==> src/rtl/core/dssm_pkg.sv <==
// ----------------------------------------------------------------------------
// dssm_pkg
// Shared types, codes and sizes for the dual stack shared memory block.
// ----------------------------------------------------------------------------
package dssm_pkg;

    // Memory size and derived widths
    localparam int DEPTH  = 64;
    localparam int ADDR_W = $clog2(DEPTH);
    localparam int CNT_W  = $clog2(DEPTH + 1);

    localparam logic [CNT_W-1:0] DEPTH_C = CNT_W'(DEPTH);

    // Action codes
    localparam logic [2:0] ACT_PUSH_LO = 3'd0;
    localparam logic [2:0] ACT_PUSH_HI = 3'd1;
    localparam logic [2:0] ACT_POP_LO  = 3'd2;
    localparam logic [2:0] ACT_POP_HI  = 3'd3;
    localparam logic [2:0] ACT_DUMP_LO = 3'd4;
    localparam logic [2:0] ACT_DUMP_HI = 3'd5;

    // Status codes
    localparam logic [1:0] ST_OK        = 2'd0;
    localparam logic [1:0] ST_OVERFLOW  = 2'd1;
    localparam logic [1:0] ST_UNDERFLOW = 2'd2;
    localparam logic [1:0] ST_EMPTY     = 2'd3;

    typedef struct packed {
        logic [2:0]         action;
        logic signed [31:0] value;
    } item_t;

    typedef struct packed {
        logic signed [31:0] data;
        logic [1:0]         status;
        logic               last;
    } result_t;

    typedef enum logic [1:0] {
        S_IDLE,
        S_WALK,
        S_WAIT
    } state_t;

    // Datapath operations issued by the controller
    typedef enum logic [3:0] {
        OP_NOP,
        OP_PUSH_LO,
        OP_PUSH_HI,
        OP_POP_LO,
        OP_POP_HI,
        OP_DUMP_LO,
        OP_DUMP_HI,
        OP_STEP,
        OP_REPORT
    } op_t;

    typedef struct packed {
        op_t        op;
        logic [1:0] status;
    } cmd_t;

    typedef struct packed {
        logic low_empty;
        logic high_empty;
        logic full;
        logic low_one;
        logic high_one;
        logic walk_last;
    } dp_sts_t;

endpackage

==> src/rtl/core/dssm_ctrl.sv <==
// ----------------------------------------------------------------------------
// dssm_ctrl
// Controller: decodes each accepted item into datapath operations and
// sequences the dump walk and the read wait.
// ----------------------------------------------------------------------------
module dssm_ctrl (
    input  logic             clk,
    input  logic             rst_n,
    input  logic             start,
    input  logic [2:0]       action,
    input  dssm_pkg::dp_sts_t sts,
    output logic             busy,
    output dssm_pkg::cmd_t   cmd
);
    import dssm_pkg::*;

    state_t state_reg;
    state_t state_next;

    // State register
    always_ff @(posedge clk or negedge rst_n)
    begin
        if (!rst_n)
        begin
            state_reg <= S_IDLE;
        end
        else
        begin
            state_reg <= state_next;
        end
    end

    // Next state
    always_comb
    begin
        state_next = state_reg;
        case (state_reg)
            S_IDLE:
            begin
                if (start)
                begin
                    case (action)
                        ACT_POP_LO:  if (!sts.low_empty)  state_next = S_WAIT;
                        ACT_POP_HI:  if (!sts.high_empty) state_next = S_WAIT;
                        ACT_DUMP_LO:
                        begin
                            if (!sts.low_empty)
                            begin
                                state_next = sts.low_one ? S_WAIT : S_WALK;
                            end
                        end
                        ACT_DUMP_HI:
                        begin
                            if (!sts.high_empty)
                            begin
                                state_next = sts.high_one ? S_WAIT : S_WALK;
                            end
                        end
                        default: state_next = S_IDLE;
                    endcase
                end
            end
            S_WALK:  if (sts.walk_last) state_next = S_WAIT;
            S_WAIT:  state_next = S_IDLE;
            default: state_next = S_IDLE;
        endcase
    end

    // Outputs
    always_comb
    begin
        busy       = 1'b1;
        cmd.op     = OP_NOP;
        cmd.status = ST_OK;
        case (state_reg)
            S_IDLE:
            begin
                busy = 1'b0;
                if (start)
                begin
                    case (action)
                        ACT_PUSH_LO, ACT_PUSH_HI:
                        begin
                            if (sts.full)
                            begin
                                cmd.op     = OP_REPORT;
                                cmd.status = ST_OVERFLOW;
                            end
                            else
                            begin
                                cmd.op = (action == ACT_PUSH_LO) ? OP_PUSH_LO : OP_PUSH_HI;
                            end
                        end
                        ACT_POP_LO:
                        begin
                            cmd.op     = sts.low_empty ? OP_REPORT : OP_POP_LO;
                            cmd.status = sts.low_empty ? ST_UNDERFLOW : ST_OK;
                        end
                        ACT_POP_HI:
                        begin
                            cmd.op     = sts.high_empty ? OP_REPORT : OP_POP_HI;
                            cmd.status = sts.high_empty ? ST_UNDERFLOW : ST_OK;
                        end
                        ACT_DUMP_LO:
                        begin
                            cmd.op     = sts.low_empty ? OP_REPORT : OP_DUMP_LO;
                            cmd.status = sts.low_empty ? ST_EMPTY : ST_OK;
                        end
                        ACT_DUMP_HI:
                        begin
                            cmd.op     = sts.high_empty ? OP_REPORT : OP_DUMP_HI;
                            cmd.status = sts.high_empty ? ST_EMPTY : ST_OK;
                        end
                        default: cmd.op = OP_NOP;
                    endcase
                end
            end
            S_WALK:  cmd.op = OP_STEP;
            S_WAIT:  cmd.op = OP_NOP;
            default: cmd.op = OP_NOP;
        endcase
    end

endmodule

==> src/rtl/core/dssm_dp.sv <==
// ----------------------------------------------------------------------------
// dssm_dp
// Datapath: stack counters, shared word memory with registered read,
// dump walk pointer and the result register.
// ----------------------------------------------------------------------------
module dssm_dp (
    input  logic              clk,
    input  logic              rst_n,
    input  dssm_pkg::cmd_t    cmd,
    input  dssm_pkg::item_t   item,
    output dssm_pkg::dp_sts_t sts,
    output dssm_pkg::result_t result,
    output logic              strobe
);
    import dssm_pkg::*;

    logic signed [31:0] mem [DEPTH];

    logic [CNT_W-1:0]  low_cnt_reg,  low_cnt_next;
    logic [CNT_W-1:0]  high_cnt_reg, high_cnt_next;
    logic [ADDR_W-1:0] walk_ptr_reg, walk_ptr_next;
    logic              walk_up_reg,  walk_up_next;
    logic [CNT_W-1:0]  remain_reg,   remain_next;
    logic              rd_pend_reg,  rd_pend_next;
    logic              rd_last_reg,  rd_last_next;
    logic signed [31:0] rd_data_reg;
    result_t           result_reg,   result_next;
    logic              strobe_reg,   strobe_next;

    logic              wr_en;
    logic [ADDR_W-1:0] wr_addr;
    logic              rd_en;
    logic [ADDR_W-1:0] rd_addr;
    logic [CNT_W:0]    used_sum;

    // Status toward the controller
    assign used_sum       = {1'b0, low_cnt_reg} + {1'b0, high_cnt_reg};
    assign sts.full       = used_sum >= {1'b0, DEPTH_C};
    assign sts.low_empty  = low_cnt_reg == '0;
    assign sts.high_empty = high_cnt_reg == '0;
    assign sts.low_one    = low_cnt_reg == CNT_W'(1);
    assign sts.high_one   = high_cnt_reg == CNT_W'(1);
    assign sts.walk_last  = remain_reg == CNT_W'(1);

    // Operation decode
    always_comb
    begin
        low_cnt_next  = low_cnt_reg;
        high_cnt_next = high_cnt_reg;
        walk_ptr_next = walk_ptr_reg;
        walk_up_next  = walk_up_reg;
        remain_next   = remain_reg;
        wr_en         = 1'b0;
        wr_addr       = low_cnt_reg[ADDR_W-1:0];
        rd_en         = 1'b0;
        rd_addr       = walk_ptr_reg;
        rd_last_next  = 1'b1;
        case (cmd.op)
            OP_PUSH_LO:
            begin
                wr_en        = 1'b1;
                wr_addr      = low_cnt_reg[ADDR_W-1:0];
                low_cnt_next = low_cnt_reg + CNT_W'(1);
            end
            OP_PUSH_HI:
            begin
                wr_en         = 1'b1;
                wr_addr       = ADDR_W'(DEPTH_C - CNT_W'(1) - high_cnt_reg);
                high_cnt_next = high_cnt_reg + CNT_W'(1);
            end
            OP_POP_LO:
            begin
                rd_en        = 1'b1;
                rd_addr      = ADDR_W'(low_cnt_reg - CNT_W'(1));
                low_cnt_next = low_cnt_reg - CNT_W'(1);
            end
            OP_POP_HI:
            begin
                rd_en         = 1'b1;
                rd_addr       = ADDR_W'(DEPTH_C - high_cnt_reg);
                high_cnt_next = high_cnt_reg - CNT_W'(1);
            end
            OP_DUMP_LO:
            begin
                // top of the low stack first, walking down to entry 0
                rd_en         = 1'b1;
                rd_addr       = ADDR_W'(low_cnt_reg - CNT_W'(1));
                walk_ptr_next = ADDR_W'(low_cnt_reg - CNT_W'(2));
                walk_up_next  = 1'b0;
                remain_next   = low_cnt_reg - CNT_W'(1);
                rd_last_next  = low_cnt_reg == CNT_W'(1);
            end
            OP_DUMP_HI:
            begin
                // top of the high stack first, walking up to the top entry
                rd_en         = 1'b1;
                rd_addr       = ADDR_W'(DEPTH_C - high_cnt_reg);
                walk_ptr_next = ADDR_W'(DEPTH_C - high_cnt_reg + CNT_W'(1));
                walk_up_next  = 1'b1;
                remain_next   = high_cnt_reg - CNT_W'(1);
                rd_last_next  = high_cnt_reg == CNT_W'(1);
            end
            OP_STEP:
            begin
                rd_en         = 1'b1;
                rd_addr       = walk_ptr_reg;
                walk_ptr_next = walk_up_reg ? walk_ptr_reg + ADDR_W'(1)
                                            : walk_ptr_reg - ADDR_W'(1);
                remain_next   = remain_reg - CNT_W'(1);
                rd_last_next  = remain_reg == CNT_W'(1);
            end
            default:
            begin
                rd_en = 1'b0;
            end
        endcase
    end

    assign rd_pend_next = rd_en;

    // Result register: immediate reports, push acks and memory reads
    always_comb
    begin
        result_next = result_reg;
        strobe_next = 1'b0;
        if (rd_pend_reg)
        begin
            result_next.data   = rd_data_reg;
            result_next.status = ST_OK;
            result_next.last   = rd_last_reg;
            strobe_next        = 1'b1;
        end
        else if (cmd.op inside {OP_REPORT, OP_PUSH_LO, OP_PUSH_HI})
        begin
            result_next.data   = '0;
            result_next.status = (cmd.op == OP_REPORT) ? cmd.status : ST_OK;
            result_next.last   = 1'b1;
            strobe_next        = 1'b1;
        end
    end

    // Shared memory, registered read
    always_ff @(posedge clk)
    begin
        if (wr_en)
        begin
            mem[wr_addr] <= item.value;
        end
        if (rd_en)
        begin
            rd_data_reg <= mem[rd_addr];
        end
    end

    // Payload registers
    always_ff @(posedge clk)
    begin
        result_reg   <= result_next;
        walk_ptr_reg <= walk_ptr_next;
    end

    // Control registers
    always_ff @(posedge clk or negedge rst_n)
    begin
        if (!rst_n)
        begin
            low_cnt_reg  <= '0;
            high_cnt_reg <= '0;
            walk_up_reg  <= 1'b0;
            remain_reg   <= '0;
            rd_pend_reg  <= 1'b0;
            rd_last_reg  <= 1'b0;
            strobe_reg   <= 1'b0;
        end
        else
        begin
            low_cnt_reg  <= low_cnt_next;
            high_cnt_reg <= high_cnt_next;
            walk_up_reg  <= walk_up_next;
            remain_reg   <= remain_next;
            rd_pend_reg  <= rd_pend_next;
            rd_last_reg  <= rd_last_next;
            strobe_reg   <= strobe_next;
        end
    end

    assign result = result_reg;
    assign strobe = strobe_reg;

`ifndef ASSERT_OFF
    // the two stacks never overlap
    a_no_overlap: assert property (@(posedge clk) disable iff (!rst_n)
        used_sum <= {1'b0, DEPTH_C})
        else $error("stack counters exceed memory depth");

    // every read issued produces a result transfer
    a_read_emits: assert property (@(posedge clk) disable iff (!rst_n)
        rd_pend_reg |=> strobe_reg)
        else $error("read data was not emitted");

    // error reports are single, final results
    a_report_last: assert property (@(posedge clk) disable iff (!rst_n)
        cmd.op == OP_REPORT |=> strobe_reg && result_reg.last)
        else $error("status report not emitted as last result");

    // walk never steps past the base of a stack
    a_walk_bound: assert property (@(posedge clk) disable iff (!rst_n)
        cmd.op == OP_STEP |-> remain_reg != '0)
        else $error("dump walk stepped past stack base");
`endif

endmodule

==> src/rtl/core/dual_stack_shared_memory.sv <==
// ----------------------------------------------------------------------------
// dual_stack_shared_memory
// Two stacks in one word memory: low stack grows up from entry 0, high stack
// grows down from the top entry. Push, pop and dump on either stack.
// ----------------------------------------------------------------------------
// Timing: push acks and error reports are registered straight into the result
//   register; a pop reads its word into rd_data_reg, then into the result
//   register; a dump of n words goes the same way and emits one word a cycle.
// Throughput: one push or report per cycle; a pop or a dump holds busy through
//   its read wait, so no new item is taken before its last word is read.
// Reset: both stack counters clear, memory is not cleared; no receiver stall.
module dual_stack_shared_memory (
    input  logic              clk,
    input  logic              rst_n,
    input  logic              start,
    output logic              busy,
    input  dssm_pkg::item_t   item,
    output logic              strobe,
    output dssm_pkg::result_t result
);
    import dssm_pkg::*;

    cmd_t    cmd;
    dp_sts_t sts;

    dssm_ctrl u_ctrl (
        .clk    (clk),
        .rst_n  (rst_n),
        .start  (start),
        .action (item.action),
        .sts    (sts),
        .busy   (busy),
        .cmd    (cmd)
    );

    dssm_dp u_dp (
        .clk    (clk),
        .rst_n  (rst_n),
        .cmd    (cmd),
        .item   (item),
        .sts    (sts),
        .result (result),
        .strobe (strobe)
    );

endmodule
==> config.mk <==
export PLATFORM = sky130hd
export DESIGN_NAME = dual_stack_shared_memory
export DESIGN_NICKNAME = d
export VERILOG_FILES = /design/src/rtl/core/dssm_pkg.sv /design/src/rtl/core/dssm_ctrl.sv /design/src/rtl/core/dssm_dp.sv /design/src/rtl/core/dual_stack_shared_memory.sv
export SDC_FILE = /design/constraint.sdc
export NUM_CORES = 2
export LEC_CHECK = 0
export BUFFER_PORTS_ARGS = -buffer_cell sky130_fd_sc_hd__buf_2
export CAP_MARGIN = 20
export CELL_PAD_IN_SITES_DETAIL_PLACEMENT = 1
export CELL_PAD_IN_SITES_GLOBAL_PLACEMENT = 1
export CORE_UTILIZATION = 53
export CTS_CLUSTER_DIAMETER = 150
export DETAILED_ROUTE_END_ITERATION = 7
export PLACE_DENSITY_LB_ADDON = 0.1
export SETUP_SLACK_MARGIN = 0.02
export SYNTH_ARGS = -nofsm -noshare
export SYNTH_HDL_FRONTEND = slang
export SYNTH_HIERARCHICAL = 1
export SYNTH_SLANG_ARGS = --single-unit
==> constraint.sdc <==
create_clock -name clk -period 7.6 [get_ports clk]
set_input_delay 0.76 -clock clk [delete_from_list [all_inputs] [get_ports clk]]
set_output_delay 0.76 -clock clk [all_outputs]
set_load 0.01 [all_outputs]
==> results.json <==
{
  "rsz0062_at_grt": "false",
  "seq_area_frac_synth_pct": 74.8,
  "grt_max_degree": 83,
  "die_h_um": 405,
  "reg2regPathDepth": 19,
  "hp-start": "item[6]",
  "synth.distinct_cells": 91,
  "final_cells": 8739,
  "hold_depth": 1,
  "syn-instance-count": 6201,
  "synth_edf_count": 2119,
  "cts_root_buf": "clkbuf_16",
  "yosys.area_share.simple_pct": 13.9,
  "register_area_um2": 64300,
  "final.period_utilization_pct": 93.7,
  "cp_top_family": "simple AND/OR/NAND/NOR gates",
  "r2r-start": "u_dp/high_cnt_reg[0]",
  "wl_per_cell_um": 35.5,
  "timing_worst_setup_path_type": "flop to flop",
  "port_buffers": 74,
  "drive_gt1_share_pct": 11.9,
  "largest_reg_flops": 2048,
  "cts_buffers": 215,
  "met1_usage_pct": 52.3,
  "dieArea_um2": 164000,
  "finalSetupViolCount": 0,
  "worst_ep_required_time_ns": 8.13,
  "crit_arrival_ns": 7.65,
  "met2_usage_pct": 58.3,
  "max_slew.worst_pin.slew_ns": 1.10,
  "ys.flop_type": "edfxtp_1",
  "finClkSkew_ns": 0.0436,
  "synthAdderAreaFrac_pct": 0.410,
  "yosysWarnings": 6,
  "cts_tree": "yes",
  "die_width_um": 405,
  "synth-compound-area-share_pct": 5.45,
  "cpMaxStageDelayCell": "o21ai_1",
  "syn_avg_cell_area_um2": 13.9,
  "r2r_end": "u_dp/rd_data_reg[11]",
  "synthXorXnorAreaFrac_pct": 0.314,
  "antenna_found_initial": 20,
  "io_pins": 75,
  "slew_headroom_pct": 26.4,
  "grt_pass1_vias": 58500,
  "hold_buffers": 1,
  "wl_mm": 310,
  "drc": 1,
  "async_reset_ff_share_pct": 1.26,
  "total_power_w": 0.0471,
  "cap_violations": 0,
  "multi_input_area_um2": 20500,
  "worstSkewPairLatency_ns": 0.86,
  "violations": "DRC",
  "hpwl_mm": 177,
  "h-tree-depth": 4,
  "cp_num_buf_inv": 2,
  "layout_min_cycle_time_ns": 7.12,
  "hold_end": "u_dp/mem[30][6]",
  "crit_path_start_kind": "flop",
  "grt_pass1_wl_mm": 433,
  "drv_slew": 0,
  "core-area_um2": 161000,
  "path_cells": "inv_1 > ha_1 > nor3b_1 > nand2b_1 > nor3_1 > mux2_4 > nor2_1 > o21ai_0 > a21oi_1 > a21boi_1 > o21ai_1 > a211oi_1 > and2_1 > nand3_2 > buf_4 > a221o_1 > a311oi_1 > nor4_1 > o2111ai_1",
  "holdCritPathClass": "primary input to flop",
  "grt_overflow": 0,
  "grt.total_usage_pct": 37.8,
  "placed_cell_area_um2": 90700,
  "endpoint_kind": "flop",
  "clk_pin_slew_worst_paths_ns": 0.06,
  "start_util_pct": 53.5,
  "use_met3_pct": 6.84,
  "p_leak_nw": 33.3,
  "final_area_um2": 97700,
  "syn-cell-area_um2": 86100,
  "vias": 58300,
  "place_inst": 8318,
  "firstDrtPassIters": 7,
  "place.gp.congestion": 0.879,
  "drt_iter0_drc": 8101,
  "ant_nets": 0,
  "fmax_ghz": 0.140,
  "fill_cells": 15000,
  "ir_worst_vdd_mv": 0.462,
  "area_growth_pct": 13.5,
  "syn_nets": 6266,
  "num_rows": 147,
  "cts_buffer_depth": 3,
  "r2r_slack_ns": 0.48,
  "power.density_nw_per_um2": 482,
  "viasPerCell": 6.67,
  "synth_top_family_by_area": "simple AND/OR/NAND/NOR gates",
  "critPathMaxStageDelay_ns": 0.77,
  "finalHoldViolations": 0,
  "totalNegativeSetupSlack_ns": 0,
  "cts_setup_buffers": 0,
  "cts_resized": 0,
  "fin_nets": 6458,
  "clock-sinks": 2148,
  "critPathMaxFanout": 13,
  "muxShareOfSynthArea_pct": 3.00,
  "ys_ff_latch": 2148,
  "busiest_layer": "met2",
  "outcome": "complete, but fails checks"
}
==> cell usage in the layout, fill, tap and decap left out, types with 9 or more instances in the layout <==
cell type,instances
buf_4,211
a221o_1,41
clkinv_1,65
dfrtp_1,26
edfxtp_1,2119
nor2_4,70
mux4_2,28
a311oi_1,109
clkinv_2,44
xor2_1,10
a32o_1,24
a31oi_1,74
o21ai_0,56
nor3_1,34
a41oi_1,10
buf_2,75
a32oi_1,44
mux2i_1,189
and3_1,142
nor2_1,52
nand3_1,604
bufinv_16,12
nor4_1,22
nand2_1,1658
o211ai_1,9
a21oi_1,120
clkbuf_16,220
a221oi_1,15
xnor2_1,19
nand2b_1,16
o2111ai_1,26
and2_1,35
inv_1,19
nor2b_1,28
ha_1,25
nand4_1,33
o22ai_1,15
clkbuf_1,46
buf_12,72
==> layer usage <==
metal,wire length [um],vias up
li1,-,23700
met1,120000,30300
met2,142000,3549
met3,31600,759
met4,16700,18
met5,119,-
==> synth_stat cells (10+ instances only) <==
cell type | number | area share, %
a21oi_1 | 121 | 0.70
a221o_1 | 41 | 0.48
a221oi_1 | 15 | 0.15
a311oi_1 | 109 | 1.1
a31oi_1 | 74 | 0.54
a32o_1 | 24 | 0.28
a32oi_1 | 44 | 0.45
a41oi_1 | 10 | 0.10
and2_1 | 35 | 0.25
and3_1 | 142 | 1.0
buf_1 | 59 | 0.26
buf_2 | 214 | 1.2
buf_4 | 11 | 0.096
clkbuf_1 | 98 | 0.43
dfrtp_1 | 27 | 0.79
edfxtp_1 | 2119 | 74
ha_1 | 25 | 0.36
inv_1 | 20 | 0.087
mux2i_1 | 189 | 2.2
mux4_2 | 28 | 0.73
nand2_1 | 1659 | 7.2
nand2b_1 | 16 | 0.12
nand3_1 | 607 | 3.5
nand4_1 | 33 | 0.24
nor2_1 | 117 | 0.51
nor2b_1 | 28 | 0.20
nor3_1 | 36 | 0.21
nor4_1 | 22 | 0.16
o2111ai_1 | 26 | 0.26
o21ai_0 | 56 | 0.33
o22ai_1 | 15 | 0.11
xnor2_1 | 19 | 0.19
xor2_1 | 10 | 0.10
==> report_power, final <==
group          total (W)  leakage [nW]  switching [W]  internal, W
Clock             0.0102          3.27        0.00453      0.00568
Sequential        0.0143          19.5       0.000439       0.0139
Combinational     0.0226          10.6         0.0161      0.00644
Total             0.0471          33.3         0.0211       0.0260
==> kinds of logic after synthesis <==
| kind of cell | after synthesis |
|---|---|
| DFF | 2148 |
| buffers and inverters | 406 |
| adders and majority gates | 27 |
| and+or+nand+nor | 2741 |
| xor gates and xnor gates | 30 |
| muxes | 222 |
| AOI/OAI and AO/OA | 627 |
==> final cells by class <==
class | count | share of cell area [%]
clock buffer | 266 | 5.81
tap | 2160 | 2.77
timing repair buffer | 359 | 3.49
antenna | 5 | 0.0128
inverter | 22 | 0.0845
clock inverter | 132 | 0.988
multi-input combinational | 3647 | 21.0
sequential | 2148 | 65.9
==> how the worst max path moves through the flow <==
stage / startpoint / end / cells after the start
global route: u_dp/high_cnt_reg[0] / u_dp/rd_data_reg[11] / 19
global placement: u_dp/high_cnt_reg[0] / u_dp/rd_data_reg[11] / 20
detailed placement: u_dp/high_cnt_reg[0] / u_dp/rd_data_reg[11] / 19
floorplan: u_dp/low_cnt_reg[0] / u_dp/mem[56][0] / 19
CTS: u_dp/high_cnt_reg[0] / u_dp/rd_data_reg[11] / 20
finish: u_dp/high_cnt_reg[0] / u_dp/rd_data_reg[11] / 19
==> per-stage QoR <==
stage	util (%)	hold WS, ns	setup slack [ns]
after floorplan	-	0.464	1.92
after global placement	56.3	0.511	0.828
after detailed placement	56.3	0.507	0.725
after CTS	60.5	0.290	0.615
after global routing	60.7	0.167	0.192
final	60.7	0.184	0.481
Note: power is estimated with default switching activity, not from simulation.
